## src/hdl/gda_pkg.sv

```systemverilog
// ----------------------------------------------------------------------------
// gda_pkg: shared types, constants and tables for the date arithmetic block
// Field widths, calendar tables and the operation set of the bit-serial
// divider that the sequencer shares across all divisions.
// ----------------------------------------------------------------------------
package gda_pkg;

  // largest year accepted and produced
  localparam int unsigned MAX_YEAR = 9999;

  // field widths of the stream payloads
  localparam int IN_YEAR_W   = 14;
  localparam int IN_MONTH_W  = 4;
  localparam int IN_DAY_W    = 5;
  localparam int OFFSET_W    = 23;
  localparam int DAY_NUM_W   = 22;
  localparam int WEEKDAY_W   = 3;
  localparam int DOY_W       = 9;
  localparam int NEW_YEAR_W  = 14;
  localparam int NEW_MONTH_W = 4;
  localparam int NEW_DAY_W   = 5;

  localparam int IN_TDATA_W  = 48;
  localparam int OUT_TDATA_W = 64;
  localparam int OUT_TUSER_W = 2;

  localparam int MONTHS = 12;

  // serial day number of 31 December of the last year
  localparam int unsigned LAST_DN =
    365 * MAX_YEAR + MAX_YEAR / 4 - MAX_YEAR / 100 + MAX_YEAR / 400;

  // signed width that holds a day number plus any offset
  localparam int unsigned OFF_SPAN = 2 ** (OFFSET_W - 1);
  localparam int DN_W = $clog2(LAST_DN + OFF_SPAN + 1) + 1;

  // width of a shifted year before it is fitted to the output field
  localparam int NY_W = $clog2(MAX_YEAR + 1);

  // quotient bits each division needs
  localparam int QB_Y100 = $clog2(MAX_YEAR / 100 + 1);
  localparam int QB_Y400 = $clog2(MAX_YEAR / 400 + 1);
  localparam int QB_D7   = $clog2(LAST_DN / 7 + 1);
  localparam int QB_C400 = $clog2(LAST_DN / 146097 + 1);
  localparam int QB_C100 = 3;
  localparam int QB_C4   = 5;
  localparam int QB_C1   = 3;

  localparam int CNT_W = $clog2(DN_W + 1);

  // divider operations
  typedef enum logic [2:0] {
    OP_Y100 = 3'd0,
    OP_Y400 = 3'd1,
    OP_D7   = 3'd2,
    OP_C400 = 3'd3,
    OP_C100 = 3'd4,
    OP_C4   = 3'd5,
    OP_C1   = 3'd6
  } div_op_t;

  // sequencer to divider
  typedef struct packed {
    logic    start;
    div_op_t op;
  } div_ctl_t;

  // divider to sequencer
  typedef struct packed {
    logic            done;
    logic [DN_W-1:0] quot;
    logic [DN_W-1:0] rem;
  } div_res_t;

  // divisor moved up to the top quotient bit
  function automatic logic [DN_W-1:0] div_align(input div_op_t op);
    logic [DN_W-1:0] d;
    case (op)
      OP_Y100: d = DN_W'(100) << (QB_Y100 - 1);
      OP_Y400: d = DN_W'(400) << (QB_Y400 - 1);
      OP_D7:   d = DN_W'(7) << (QB_D7 - 1);
      OP_C400: d = DN_W'(146097) << (QB_C400 - 1);
      OP_C100: d = DN_W'(36524) << (QB_C100 - 1);
      OP_C4:   d = DN_W'(1461) << (QB_C4 - 1);
      OP_C1:   d = DN_W'(365) << (QB_C1 - 1);
      default: d = DN_W'(365);
    endcase
    return d;
  endfunction

  // number of quotient bits, one per cycle
  function automatic logic [CNT_W-1:0] div_steps(input div_op_t op);
    logic [CNT_W-1:0] n;
    case (op)
      OP_Y100: n = CNT_W'(QB_Y100);
      OP_Y400: n = CNT_W'(QB_Y400);
      OP_D7:   n = CNT_W'(QB_D7);
      OP_C400: n = CNT_W'(QB_C400);
      OP_C100: n = CNT_W'(QB_C100);
      OP_C4:   n = CNT_W'(QB_C4);
      OP_C1:   n = CNT_W'(QB_C1);
      default: n = CNT_W'(1);
    endcase
    return n;
  endfunction

  // length of a month
  function automatic logic [4:0] month_len(input logic [3:0] m, input logic leap);
    logic [4:0] n;
    case (m)
      4'd2:    n = leap ? 5'd29 : 5'd28;
      4'd4:    n = 5'd30;
      4'd6:    n = 5'd30;
      4'd9:    n = 5'd30;
      4'd11:   n = 5'd30;
      default: n = 5'd31;
    endcase
    return n;
  endfunction

  // days in the months before month m of a common year
  function automatic logic [8:0] cum_days(input logic [3:0] m);
    logic [8:0] n;
    case (m)
      4'd2:    n = 9'd31;
      4'd3:    n = 9'd59;
      4'd4:    n = 9'd90;
      4'd5:    n = 9'd120;
      4'd6:    n = 9'd151;
      4'd7:    n = 9'd181;
      4'd8:    n = 9'd212;
      4'd9:    n = 9'd243;
      4'd10:   n = 9'd273;
      4'd11:   n = 9'd304;
      4'd12:   n = 9'd334;
      default: n = 9'd0;
    endcase
    return n;
  endfunction

endpackage

```

## src/hdl/gregorian_date_arithmetic.sv

```systemverilog
// ----------------------------------------------------------------------------
// gregorian_date_arithmetic: date check, day number and date shift
// Converts a proleptic Gregorian date to its serial day number, weekday,
// day of year and leap flag, and gives the date a signed offset away.
// ----------------------------------------------------------------------------
// One item is worked on at a time. Once the input transfer is taken, a date with a
// bad year, month or day code goes straight to the output stage, a day beyond the
// end of its month stops after the day number step, a shifted date outside the
// year range stops after the range test, and any other date runs through every
// division and the month walk; in each case the block then waits while a result is
// still held in the output register. The work is done by one shared bit-serial
// divider that retires one quotient bit per cycle and is used for seven divisions
// per item (by 100 and 400 for the leap test and the year count, by 7 for the
// weekday, and by 146097, 36524, 1461 and 365 to take the shifted day number
// apart), plus a month walk. The next item is taken as soon as the result sits in
// the output register.
// ----------------------------------------------------------------------------
module gregorian_date_arithmetic (
  input  logic                            clk,
  input  logic                            rst_n,
  input  logic                            in_tvalid,
  output logic                            in_tready,
  // in_year[13:0], in_month[17:14], in_day[22:18], offset_days[45:23], zeros
  input  logic [gda_pkg::IN_TDATA_W-1:0]  in_tdata,
  output logic                            out_tvalid,
  input  logic                            out_tready,
  // day_number[21:0], weekday[24:22], day_of_year[33:25], leap_year[34],
  // new_year[48:35], new_month[52:49], new_day[57:53], zeros
  output logic [gda_pkg::OUT_TDATA_W-1:0] out_tdata,
  // date_valid[0], out_of_range[1]
  output logic [gda_pkg::OUT_TUSER_W-1:0] out_tuser
);

  localparam int DN_W = gda_pkg::DN_W;
  localparam int NY_W = gda_pkg::NY_W;
  localparam int QA_W = gda_pkg::QB_C400;
  localparam int Q100_W = gda_pkg::QB_Y100;
  localparam int Q400_W = gda_pkg::QB_Y400;

  // input field positions
  localparam int IY_LSB = 0;
  localparam int IM_LSB = IY_LSB + gda_pkg::IN_YEAR_W;
  localparam int ID_LSB = IM_LSB + gda_pkg::IN_MONTH_W;
  localparam int IO_LSB = ID_LSB + gda_pkg::IN_DAY_W;

  // output field positions
  localparam int DN_LSB = 0;
  localparam int WD_LSB = DN_LSB + gda_pkg::DAY_NUM_W;
  localparam int DY_LSB = WD_LSB + gda_pkg::WEEKDAY_W;
  localparam int LP_LSB = DY_LSB + gda_pkg::DOY_W;
  localparam int NY_LSB = LP_LSB + 1;
  localparam int NM_LSB = NY_LSB + gda_pkg::NEW_YEAR_W;
  localparam int ND_LSB = NM_LSB + gda_pkg::NEW_MONTH_W;
  localparam int NEW_W = gda_pkg::NEW_YEAR_W + gda_pkg::NEW_MONTH_W + gda_pkg::NEW_DAY_W;
  localparam int UB_VLD = 0;
  localparam int UB_OOR = 1;

  typedef enum logic [11:0] {
    S_IDLE  = 12'b0000_0000_0001,
    S_Y100  = 12'b0000_0000_0010,
    S_Y400  = 12'b0000_0000_0100,
    S_DN    = 12'b0000_0000_1000,
    S_D7    = 12'b0000_0001_0000,
    S_SHIFT = 12'b0000_0010_0000,
    S_C400  = 12'b0000_0100_0000,
    S_C100  = 12'b0000_1000_0000,
    S_C4    = 12'b0001_0000_0000,
    S_C1    = 12'b0010_0000_0000,
    S_WALK  = 12'b0100_0000_0000,
    S_EMIT  = 12'b1000_0000_0000
  } state_t;

  state_t state_r, state_nxt;

  // given date
  logic [gda_pkg::IN_YEAR_W-1:0]  year_r;
  logic [gda_pkg::IN_MONTH_W-1:0] month_r;
  logic [gda_pkg::IN_DAY_W-1:0]   day_r;
  logic signed [gda_pkg::OFFSET_W-1:0] off_r;

  // work registers
  logic [DN_W-1:0]   work_r;
  logic [Q100_W-1:0] q100_r;
  logic [Q400_W-1:0] q400_r;
  logic              c100_r;
  logic              c400_r;
  logic [QA_W-1:0]   a_r;
  logic [1:0]        b_r;
  logic [4:0]        c_r;

  // result registers
  logic              vld_r;
  logic              oor_r;
  logic [DN_W-1:0]   dn_r;
  logic [2:0]        wd_r;
  logic [8:0]        doy_r;
  logic              leap_r;
  logic [NY_W-1:0]   ny_r;
  logic              nleap_r;
  logic [3:0]        mo_r;
  logic [8:0]        rd_r;

  logic                            out_tvalid_r;
  logic [gda_pkg::OUT_TDATA_W-1:0] out_tdata_r;
  logic [gda_pkg::OUT_TUSER_W-1:0] out_tuser_r;

  // divider link
  gda_pkg::div_ctl_t div_ctl;
  gda_pkg::div_res_t div_res;
  logic              div_run_r;
  logic              div_state;

  // combinational terms
  logic                            in_fire;
  logic                            out_free;
  logic [gda_pkg::IN_YEAR_W-1:0]   in_year;
  logic [gda_pkg::IN_MONTH_W-1:0]  in_month;
  logic [gda_pkg::IN_DAY_W-1:0]    in_day;
  logic                            bad_code;
  logic [DN_W-1:0]                 p_c;
  logic                            leap_c;
  logic                            day_ok;
  logic [8:0]                      doy_c;
  logic [DN_W-1:0]                 dn_c;
  logic signed [DN_W-1:0]          nsum;
  logic                            n_out;
  logic                            q4;
  logic [1:0]                      e_c;
  logic [NY_W-1:0]                 ny_c;
  logic [4:0]                      mlen;
  logic                            walk_more;
  logic [gda_pkg::OUT_TDATA_W-1:0] pack_data;
  logic [gda_pkg::OUT_TUSER_W-1:0] pack_user;

  assign in_fire  = in_tvalid && in_tready;
  assign out_free = !out_tvalid_r || out_tready;
  assign in_tready = (state_r == S_IDLE);

  assign in_year  = in_tdata[IY_LSB +: gda_pkg::IN_YEAR_W];
  assign in_month = in_tdata[IM_LSB +: gda_pkg::IN_MONTH_W];
  assign in_day   = in_tdata[ID_LSB +: gda_pkg::IN_DAY_W];

  // field codes that can never name a date
  assign bad_code = (in_year == '0) || (32'(in_year) > gda_pkg::MAX_YEAR) ||
                    (in_month == '0) || (in_month > 4'(gda_pkg::MONTHS)) ||
                    (in_day == '0);

  // leap test and day number of the given date
  assign p_c    = DN_W'(year_r) - DN_W'(1);
  assign leap_c = ((p_c[1:0] == 2'b11) && !c100_r) || c400_r;
  assign day_ok = day_r <= gda_pkg::month_len(month_r, leap_c);
  assign doy_c  = gda_pkg::cum_days(month_r) + 9'(day_r) +
                  9'(leap_c && (month_r > 4'd2));
  assign dn_c   = DN_W'(p_c * DN_W'(365)) + (p_c >> 2) - DN_W'(q100_r) +
                  DN_W'(q400_r) + DN_W'(doy_c);

  // shifted day number and range test
  assign nsum  = $signed(dn_r) + DN_W'(off_r);
  assign n_out = nsum[DN_W-1] || (nsum == '0) ||
                 ($unsigned(nsum) > DN_W'(gda_pkg::LAST_DN));

  // century and year counts saturate at the last day of a cycle
  assign q4   = div_res.quot == DN_W'(4);
  assign e_c  = q4 ? 2'd3 : div_res.quot[1:0];
  assign ny_c = NY_W'(NY_W'(400) * NY_W'(a_r)) + NY_W'(NY_W'(100) * NY_W'(b_r)) +
                NY_W'(NY_W'(4) * NY_W'(c_r)) + NY_W'(e_c) + NY_W'(1);

  // month walk
  assign mlen      = gda_pkg::month_len(mo_r, nleap_r);
  assign walk_more = (mo_r < 4'(gda_pkg::MONTHS)) && (rd_r > 9'(mlen));

  // divider operation per state
  always_comb begin
    div_ctl.op = gda_pkg::OP_Y100;
    div_state  = 1'b1;
    case (state_r)
      S_Y100:  div_ctl.op = gda_pkg::OP_Y100;
      S_Y400:  div_ctl.op = gda_pkg::OP_Y400;
      S_D7:    div_ctl.op = gda_pkg::OP_D7;
      S_C400:  div_ctl.op = gda_pkg::OP_C400;
      S_C100:  div_ctl.op = gda_pkg::OP_C100;
      S_C4:    div_ctl.op = gda_pkg::OP_C4;
      S_C1:    div_ctl.op = gda_pkg::OP_C1;
      default: div_state  = 1'b0;
    endcase
    div_ctl.start = div_state && !div_run_r;
  end

  gda_div u_div (
    .clk      (clk),
    .rst_n    (rst_n),
    .ctl      (div_ctl),
    .dividend (work_r),
    .res      (div_res)
  );

  // sequencer
  always_comb begin
    state_nxt = state_r;
    case (state_r)
      S_IDLE:  if (in_fire) state_nxt = bad_code ? S_EMIT : S_Y100;
      S_Y100:  if (div_res.done) state_nxt = S_Y400;
      S_Y400:  if (div_res.done) state_nxt = S_DN;
      S_DN:    state_nxt = day_ok ? S_D7 : S_EMIT;
      S_D7:    if (div_res.done) state_nxt = S_SHIFT;
      S_SHIFT: state_nxt = n_out ? S_EMIT : S_C400;
      S_C400:  if (div_res.done) state_nxt = S_C100;
      S_C100:  if (div_res.done) state_nxt = S_C4;
      S_C4:    if (div_res.done) state_nxt = S_C1;
      S_C1:    if (div_res.done) state_nxt = S_WALK;
      S_WALK:  if (!walk_more) state_nxt = S_EMIT;
      S_EMIT:  if (out_free) state_nxt = S_IDLE;
      default: state_nxt = S_IDLE;
    endcase
  end

  // control registers
  always_ff @(posedge clk) begin
    if (!rst_n) begin
      state_r   <= S_IDLE;
      div_run_r <= 1'b0;
    end else begin
      state_r <= state_nxt;
      if (div_ctl.start) begin
        div_run_r <= 1'b1;
      end else if (div_res.done) begin
        div_run_r <= 1'b0;
      end
    end
  end

  // datapath
  always_ff @(posedge clk) begin
    case (state_r)
      S_IDLE: begin
        if (in_fire) begin
          year_r  <= in_year;
          month_r <= in_month;
          day_r   <= in_day;
          off_r   <= in_tdata[IO_LSB +: gda_pkg::OFFSET_W];
          work_r  <= DN_W'(in_year) - DN_W'(1);
          vld_r   <= 1'b0;
          oor_r   <= 1'b0;
        end
      end
      S_Y100: begin
        if (div_res.done) begin
          q100_r <= div_res.quot[Q100_W-1:0];
          c100_r <= div_res.rem == DN_W'(99);
        end
      end
      S_Y400: begin
        if (div_res.done) begin
          q400_r <= div_res.quot[Q400_W-1:0];
          c400_r <= div_res.rem == DN_W'(399);
        end
      end
      S_DN: begin
        vld_r  <= day_ok;
        leap_r <= leap_c;
        doy_r  <= doy_c;
        dn_r   <= dn_c;
        work_r <= dn_c;
      end
      S_D7: begin
        if (div_res.done) begin
          wd_r <= div_res.rem[2:0];
        end
      end
      S_SHIFT: begin
        oor_r  <= n_out;
        work_r <= DN_W'($unsigned(nsum) - DN_W'(1));
      end
      S_C400: begin
        if (div_res.done) begin
          a_r    <= div_res.quot[QA_W-1:0];
          work_r <= div_res.rem;
        end
      end
      S_C100: begin
        if (div_res.done) begin
          b_r    <= q4 ? 2'd3 : div_res.quot[1:0];
          work_r <= div_res.rem + (q4 ? DN_W'(36524) : DN_W'(0));
        end
      end
      S_C4: begin
        if (div_res.done) begin
          c_r    <= div_res.quot[4:0];
          work_r <= div_res.rem;
        end
      end
      S_C1: begin
        if (div_res.done) begin
          ny_r    <= ny_c;
          nleap_r <= (e_c == 2'd3) && ((c_r != 5'd24) || (b_r == 2'd3));
          rd_r    <= 9'(div_res.rem + (q4 ? DN_W'(365) : DN_W'(0)) + DN_W'(1));
          mo_r    <= 4'd1;
        end
      end
      S_WALK: begin
        if (walk_more) begin
          rd_r <= rd_r - 9'(mlen);
          mo_r <= mo_r + 4'd1;
        end
      end
      default: ;
    endcase
  end

  // result packing with zeroed fields for bad dates and shifts out of range
  always_comb begin
    pack_data = '0;
    pack_user = '0;
    if (vld_r) begin
      pack_user[UB_VLD] = 1'b1;
      pack_user[UB_OOR] = oor_r;
      pack_data[DN_LSB +: gda_pkg::DAY_NUM_W] = gda_pkg::DAY_NUM_W'(dn_r);
      pack_data[WD_LSB +: gda_pkg::WEEKDAY_W] = wd_r;
      pack_data[DY_LSB +: gda_pkg::DOY_W]     = doy_r;
      pack_data[LP_LSB]                       = leap_r;
      if (!oor_r) begin
        pack_data[NY_LSB +: gda_pkg::NEW_YEAR_W]  = gda_pkg::NEW_YEAR_W'(ny_r);
        pack_data[NM_LSB +: gda_pkg::NEW_MONTH_W] = mo_r;
        pack_data[ND_LSB +: gda_pkg::NEW_DAY_W]   = gda_pkg::NEW_DAY_W'(rd_r);
      end
    end
  end

  // output register
  always_ff @(posedge clk) begin
    if (!rst_n) begin
      out_tvalid_r <= 1'b0;
    end else if ((state_r == S_EMIT) && out_free) begin
      out_tvalid_r <= 1'b1;
    end else if (out_tready) begin
      out_tvalid_r <= 1'b0;
    end
  end

  always_ff @(posedge clk) begin
    if ((state_r == S_EMIT) && out_free) begin
      out_tdata_r <= pack_data;
      out_tuser_r <= pack_user;
    end
  end

  assign out_tvalid = out_tvalid_r;
  assign out_tdata  = out_tdata_r;
  assign out_tuser  = out_tuser_r;

  a_bad_zero: assert property (@(posedge clk) disable iff (!rst_n)
    out_tvalid_r && !out_tuser_r[UB_VLD] |->
      (out_tdata_r == '0) && !out_tuser_r[UB_OOR])
    else $error("bad date transfer carries nonzero fields");

  a_oor_zero: assert property (@(posedge clk) disable iff (!rst_n)
    out_tvalid_r && out_tuser_r[UB_OOR] |-> out_tdata_r[NY_LSB +: NEW_W] == '0)
    else $error("out of range transfer carries a shifted date");

  a_weekday: assert property (@(posedge clk) disable iff (!rst_n)
    out_tvalid_r && out_tuser_r[UB_VLD] |->
      out_tdata_r[WD_LSB +: gda_pkg::WEEKDAY_W] < 3'd7)
    else $error("weekday out of range");

  a_new_date: assert property (@(posedge clk) disable iff (!rst_n)
    out_tvalid_r && out_tuser_r[UB_VLD] && !out_tuser_r[UB_OOR] |->
      (out_tdata_r[NM_LSB +: gda_pkg::NEW_MONTH_W] != '0) &&
      (out_tdata_r[NM_LSB +: gda_pkg::NEW_MONTH_W] <= 4'(gda_pkg::MONTHS)) &&
      (out_tdata_r[ND_LSB +: gda_pkg::NEW_DAY_W] != '0))
    else $error("shifted date has no valid month or day");

  a_div_owner: assert property (@(posedge clk) disable iff (!rst_n)
    div_run_r |-> div_state)
    else $error("divider running outside a divide step");

endmodule

```

## src/hdl/gda_div.sv

```systemverilog
// ----------------------------------------------------------------------------
// gda_div: bit-serial restoring divider by a calendar constant
// Retires one quotient bit per cycle; the divisor sits in a shift register
// that starts at the top quotient bit and moves down one place each cycle.
// ----------------------------------------------------------------------------
module gda_div (
  input  logic                     clk,
  input  logic                     rst_n,
  input  gda_pkg::div_ctl_t        ctl,
  input  logic [gda_pkg::DN_W-1:0] dividend,
  output gda_pkg::div_res_t        res
);

  logic [gda_pkg::DN_W-1:0]  rem_r;
  logic [gda_pkg::DN_W-1:0]  dsr_r;
  logic [gda_pkg::DN_W-1:0]  quot_r;
  logic [gda_pkg::CNT_W-1:0] cnt_r;
  logic                      busy_r;
  logic                      done_r;
  logic                      fit;

  // trial subtract
  assign fit = rem_r >= dsr_r;

  // step counter and handshake
  always_ff @(posedge clk) begin
    if (!rst_n) begin
      busy_r <= 1'b0;
      done_r <= 1'b0;
      cnt_r  <= '0;
    end else begin
      done_r <= busy_r && (cnt_r == gda_pkg::CNT_W'(1));
      if (ctl.start) begin
        busy_r <= 1'b1;
        cnt_r  <= gda_pkg::div_steps(ctl.op);
      end else if (busy_r) begin
        cnt_r <= cnt_r - gda_pkg::CNT_W'(1);
        if (cnt_r == gda_pkg::CNT_W'(1)) begin
          busy_r <= 1'b0;
        end
      end
    end
  end

  // remainder, divisor and quotient shift registers
  always_ff @(posedge clk) begin
    if (ctl.start) begin
      rem_r  <= dividend;
      dsr_r  <= gda_pkg::div_align(ctl.op);
      quot_r <= '0;
    end else if (busy_r) begin
      if (fit) begin
        rem_r <= rem_r - dsr_r;
      end
      dsr_r  <= dsr_r >> 1;
      quot_r <= {quot_r[gda_pkg::DN_W-2:0], fit};
    end
  end

  assign res.done = done_r;
  assign res.quot = quot_r;
  assign res.rem  = rem_r;

  a_no_restart: assert property (@(posedge clk) disable iff (!rst_n)
    ctl.start |-> !busy_r)
    else $error("divider started while busy");

  a_cnt_live: assert property (@(posedge clk) disable iff (!rst_n)
    busy_r |-> cnt_r != '0)
    else $error("divider busy with no steps left");

  a_done_idle: assert property (@(posedge clk) disable iff (!rst_n)
    done_r |-> !busy_r)
    else $error("divider done while still stepping");

endmodule

```

## config.mk

```make
export PLATFORM = sky130hd
export DESIGN_NAME = gregorian_date_arithmetic
export DESIGN_NICKNAME = d
export VERILOG_FILES = /design/src/hdl/gda_pkg.sv /design/src/hdl/gregorian_date_arithmetic.sv /design/src/hdl/gda_div.sv
export SDC_FILE = /design/constraint.sdc
export NUM_CORES = 1
export LEC_CHECK = 0
export ABC_AREA = 1
export BUFFER_PORTS_ARGS = -buffer_cell sky130_fd_sc_hd__buf_2
export CAP_MARGIN = 20
export CORE_ASPECT_RATIO = 0.7
export CORE_MARGIN = 4
export CORE_UTILIZATION = 65
export DETAILED_ROUTE_END_ITERATION = 12
export GPL_ROUTABILITY_DRIVEN = 0
export PLACE_DENSITY_LB_ADDON = 0.1
export SYNTH_ARGS = -nofsm -noshare
export SYNTH_HDL_FRONTEND = slang
export SYNTH_SLANG_ARGS = --single-unit
```

## constraint.sdc

```tcl
create_clock -name clk -period 11.35 [get_ports clk]
set_clock_uncertainty 0.1 [all_clocks]
set_input_delay 1.135 -clock clk [delete_from_list [all_inputs] [get_ports clk]]
set_output_delay 1.135 -clock clk [all_outputs]
set_load 0.01 [all_outputs]
```

==> results.md <==
* Status: finished, final reports clean
* DP HPWL at 46800 um
* Largest net degree at the start of global routing at 61
* Die area at 0.0393 mm^2
* Skew-Pair Late Insertion Delay at 0.54 ns
* Syn avg cell area at 8.89 um^2
* Top-area cell type share of the netlist area at 0.344
* DP Area at 0.0246 mm^2
* Min-Delay Startpoint: u_div.quot_r[5]
* Post-route ant nets at 0
* Hold buffer count at CTS at 0
* Most frequent cell after synthesis: nand2_1
* Worst path bufs/invs at 5
* Worst hold endpoint: q100_r[5]
* CP max FO at 5
* Unrepaired setup endpoints after global routing: false
* Max Freq at 124 MHz
* Synth Register Bits at 323
* Initial core utilization at 0.668
* Min Clock Period, post-route at 8.08 ns
* Kind of cell adding the most delay to the critical path: adder cells
* Max_cap viols at 0
* Clock transition at path regs at 0.07 ns
* Syn Std Cell Area at 0.0235 mm^2
* Async set-reset flop share out of synthesis at 0
* Htree depth at 2
* GRT overflow at 0
* Num CTS Buffers at 34
* Min-delay worst type: flip-flop to flip-flop
* Ys Warns at 0
* Library cells used by synthesis at 62
* CTS Buffer Depth at 3
* IO Port Bufs at 111
* Worst R2R Setup Slack at 3.27 ns
* Slew @ Worst Pin at 1.07 ns
* R2r endpoint: work_r[19]
* Most frequent cells after synthesis: nand2_1, inv_1, edfxtp_1
* Final #Nets at 3146
* Path depth of the worst reg2reg path at 33
* Area leader, netlist: edfxtp_1
* DR vias at 18974
* Area contributors post-synth: edfxtp_1, ha_1, fa_1, nand2_1, inv_1
* DR WL/cell at 18.6 um
* Drt drc at 0
* Synthesis-to-layout area growth at 9.01%
* Drt total wl at 60500 um
* Setup_tns at 0 ns
* Post-synthesis sequential area ratio at 0.390
* Overall global routing resource usage at 0.304
* Post-synth top flop: edfxtp_1
* CP peak stage delay at 0.52 ns
* Most frequent CP cell: fa_1
* WS Path Type: flip-flop to flip-flop
* Final setup fails at 0
* Endpoints failing hold at 0
* Ports at 120
* Ant diodes at 0
* Design Area, Final at 0.0256 mm^2
* Hold path depth at 0
* CP Capture Type: flip-flop
* Core area at 0.0352 mm^2
* Worst setup SP type: flip-flop
* RR Startpoint: year_r[0]
* Post-synth EDFFs at 269
* Share of cells above drive strength 1 at 0.0839
* Initial DRC Count at 2133
* First-pass GRT wire length at 96200 um
* Slew Limit Fails at 0
* Chip height at 167 um
* CTS tree: done
* Arrival @ worst endpoint at 8.25 ns
* Setup bufs post-CTS at 0
* Pre-antenna DRT Iters at 8
* Clock sinks at 323
* Initial antenna violation count at 2
* Final period util at 0.712
* Vias in the first global route at 18130
* CP max stage cell: fa_1
* Via-per-instance ratio at 5.82
* Num rows at 57
* Width of the die at 235 um
* Critical Path RT at 11.52 ns
* Hold WS at 0.354 ns
* CTS resizes at 0
* Post-synthesis cell count at 2642
* Max transition margin at 0.283
* CTS root buf: clkbuf_16
## cell families (layout without fill, tap and decap cells)
family          count (synthesis)  after routing  share of synthesized area
fa+ha+maj                     332            332                      0.212
mux                             1              1                   0.000426
other cells                     1              6                   0.000160
simple gates                  980            980                      0.181
buf+inv                       532            673                     0.0866
compound gates                359            359                     0.0871
flops                         323            323                      0.390
xor+xnor                      114            114                     0.0434
## state kept, by name, indices dropped and copies added (netlist names), 7 cells and up, named ones only
name and count:
state_r 12, u_div.dsr_r 22, ny_r 14, year_r 14, u_div.rem_r 24, off_r 23
work_r 24, u_div.quot_r 24, rd_r 9, q100_r 7, out_tdata 58, dn_r 24
doy_r 9
## routing by layer
metal | GRT usage | wire (um) | up-vias
li1 | - | - | 8943
met1 | 0.451 | 26600 | 8916
met2 | 0.454 | 25500 | 960
met3 | 0.0726 | 6690 | 151
met4 | 0.0796 | 1760 | 4
met5 | 0 | 28 | -
## layout make-up
type / instances / area (um^2)
fill: 2632 / 9540
inverter: 489 / 1840
sequential: 323 / 9160
timing repair buffer: 122 / 638
tap: 472 / 591
multi-input combinational: 1792 / 12400
clock buffer: 44 / 928
clock inverter: 18 / 113
## through the flow
step	util	worst slack (ns)	instances
floorplan	-	4.39	2647
CTS	0.729	3.33	3260
global placement	0.699	3.55	3198
global route	0.729	2.79	3260
finish	0.729	3.27	3260
detailed placement	0.699	3.33	3198
## worst max path at each step
stage	depth (start not counted)	end	start	slack, ns
after floorplan	33	work_r[19]	year_r[0]	4.39
after global placement	33	work_r[19]	year_r[0]	3.55
after detailed placement	33	work_r[19]	year_r[0]	3.33
after CTS	33	work_r[19]	year_r[0]	3.33
after global routing	33	work_r[19]	year_r[0]	2.79
final	33	work_r[19]	year_r[0]	3.27
## layout by cell type, fill, tap and decap left out, drive strengths merged, types with 42 or more instances in the layout
master  netlist  routed
nand2       517     517
inv         488     491
edfxtp      269     269
ha          223     223
nor2        223     223
a21oi       136     136
buf          18     122
o21ai       116     116
nand3       112     112
fa          109     109
xor2         72      72
dfxtp        54      54
clkbuf       25      44
xnor2        42      42
Power is left out: the tool's default activity adds up to more than one toggle a clock period on the data nets, which glitch-free logic cannot reach.
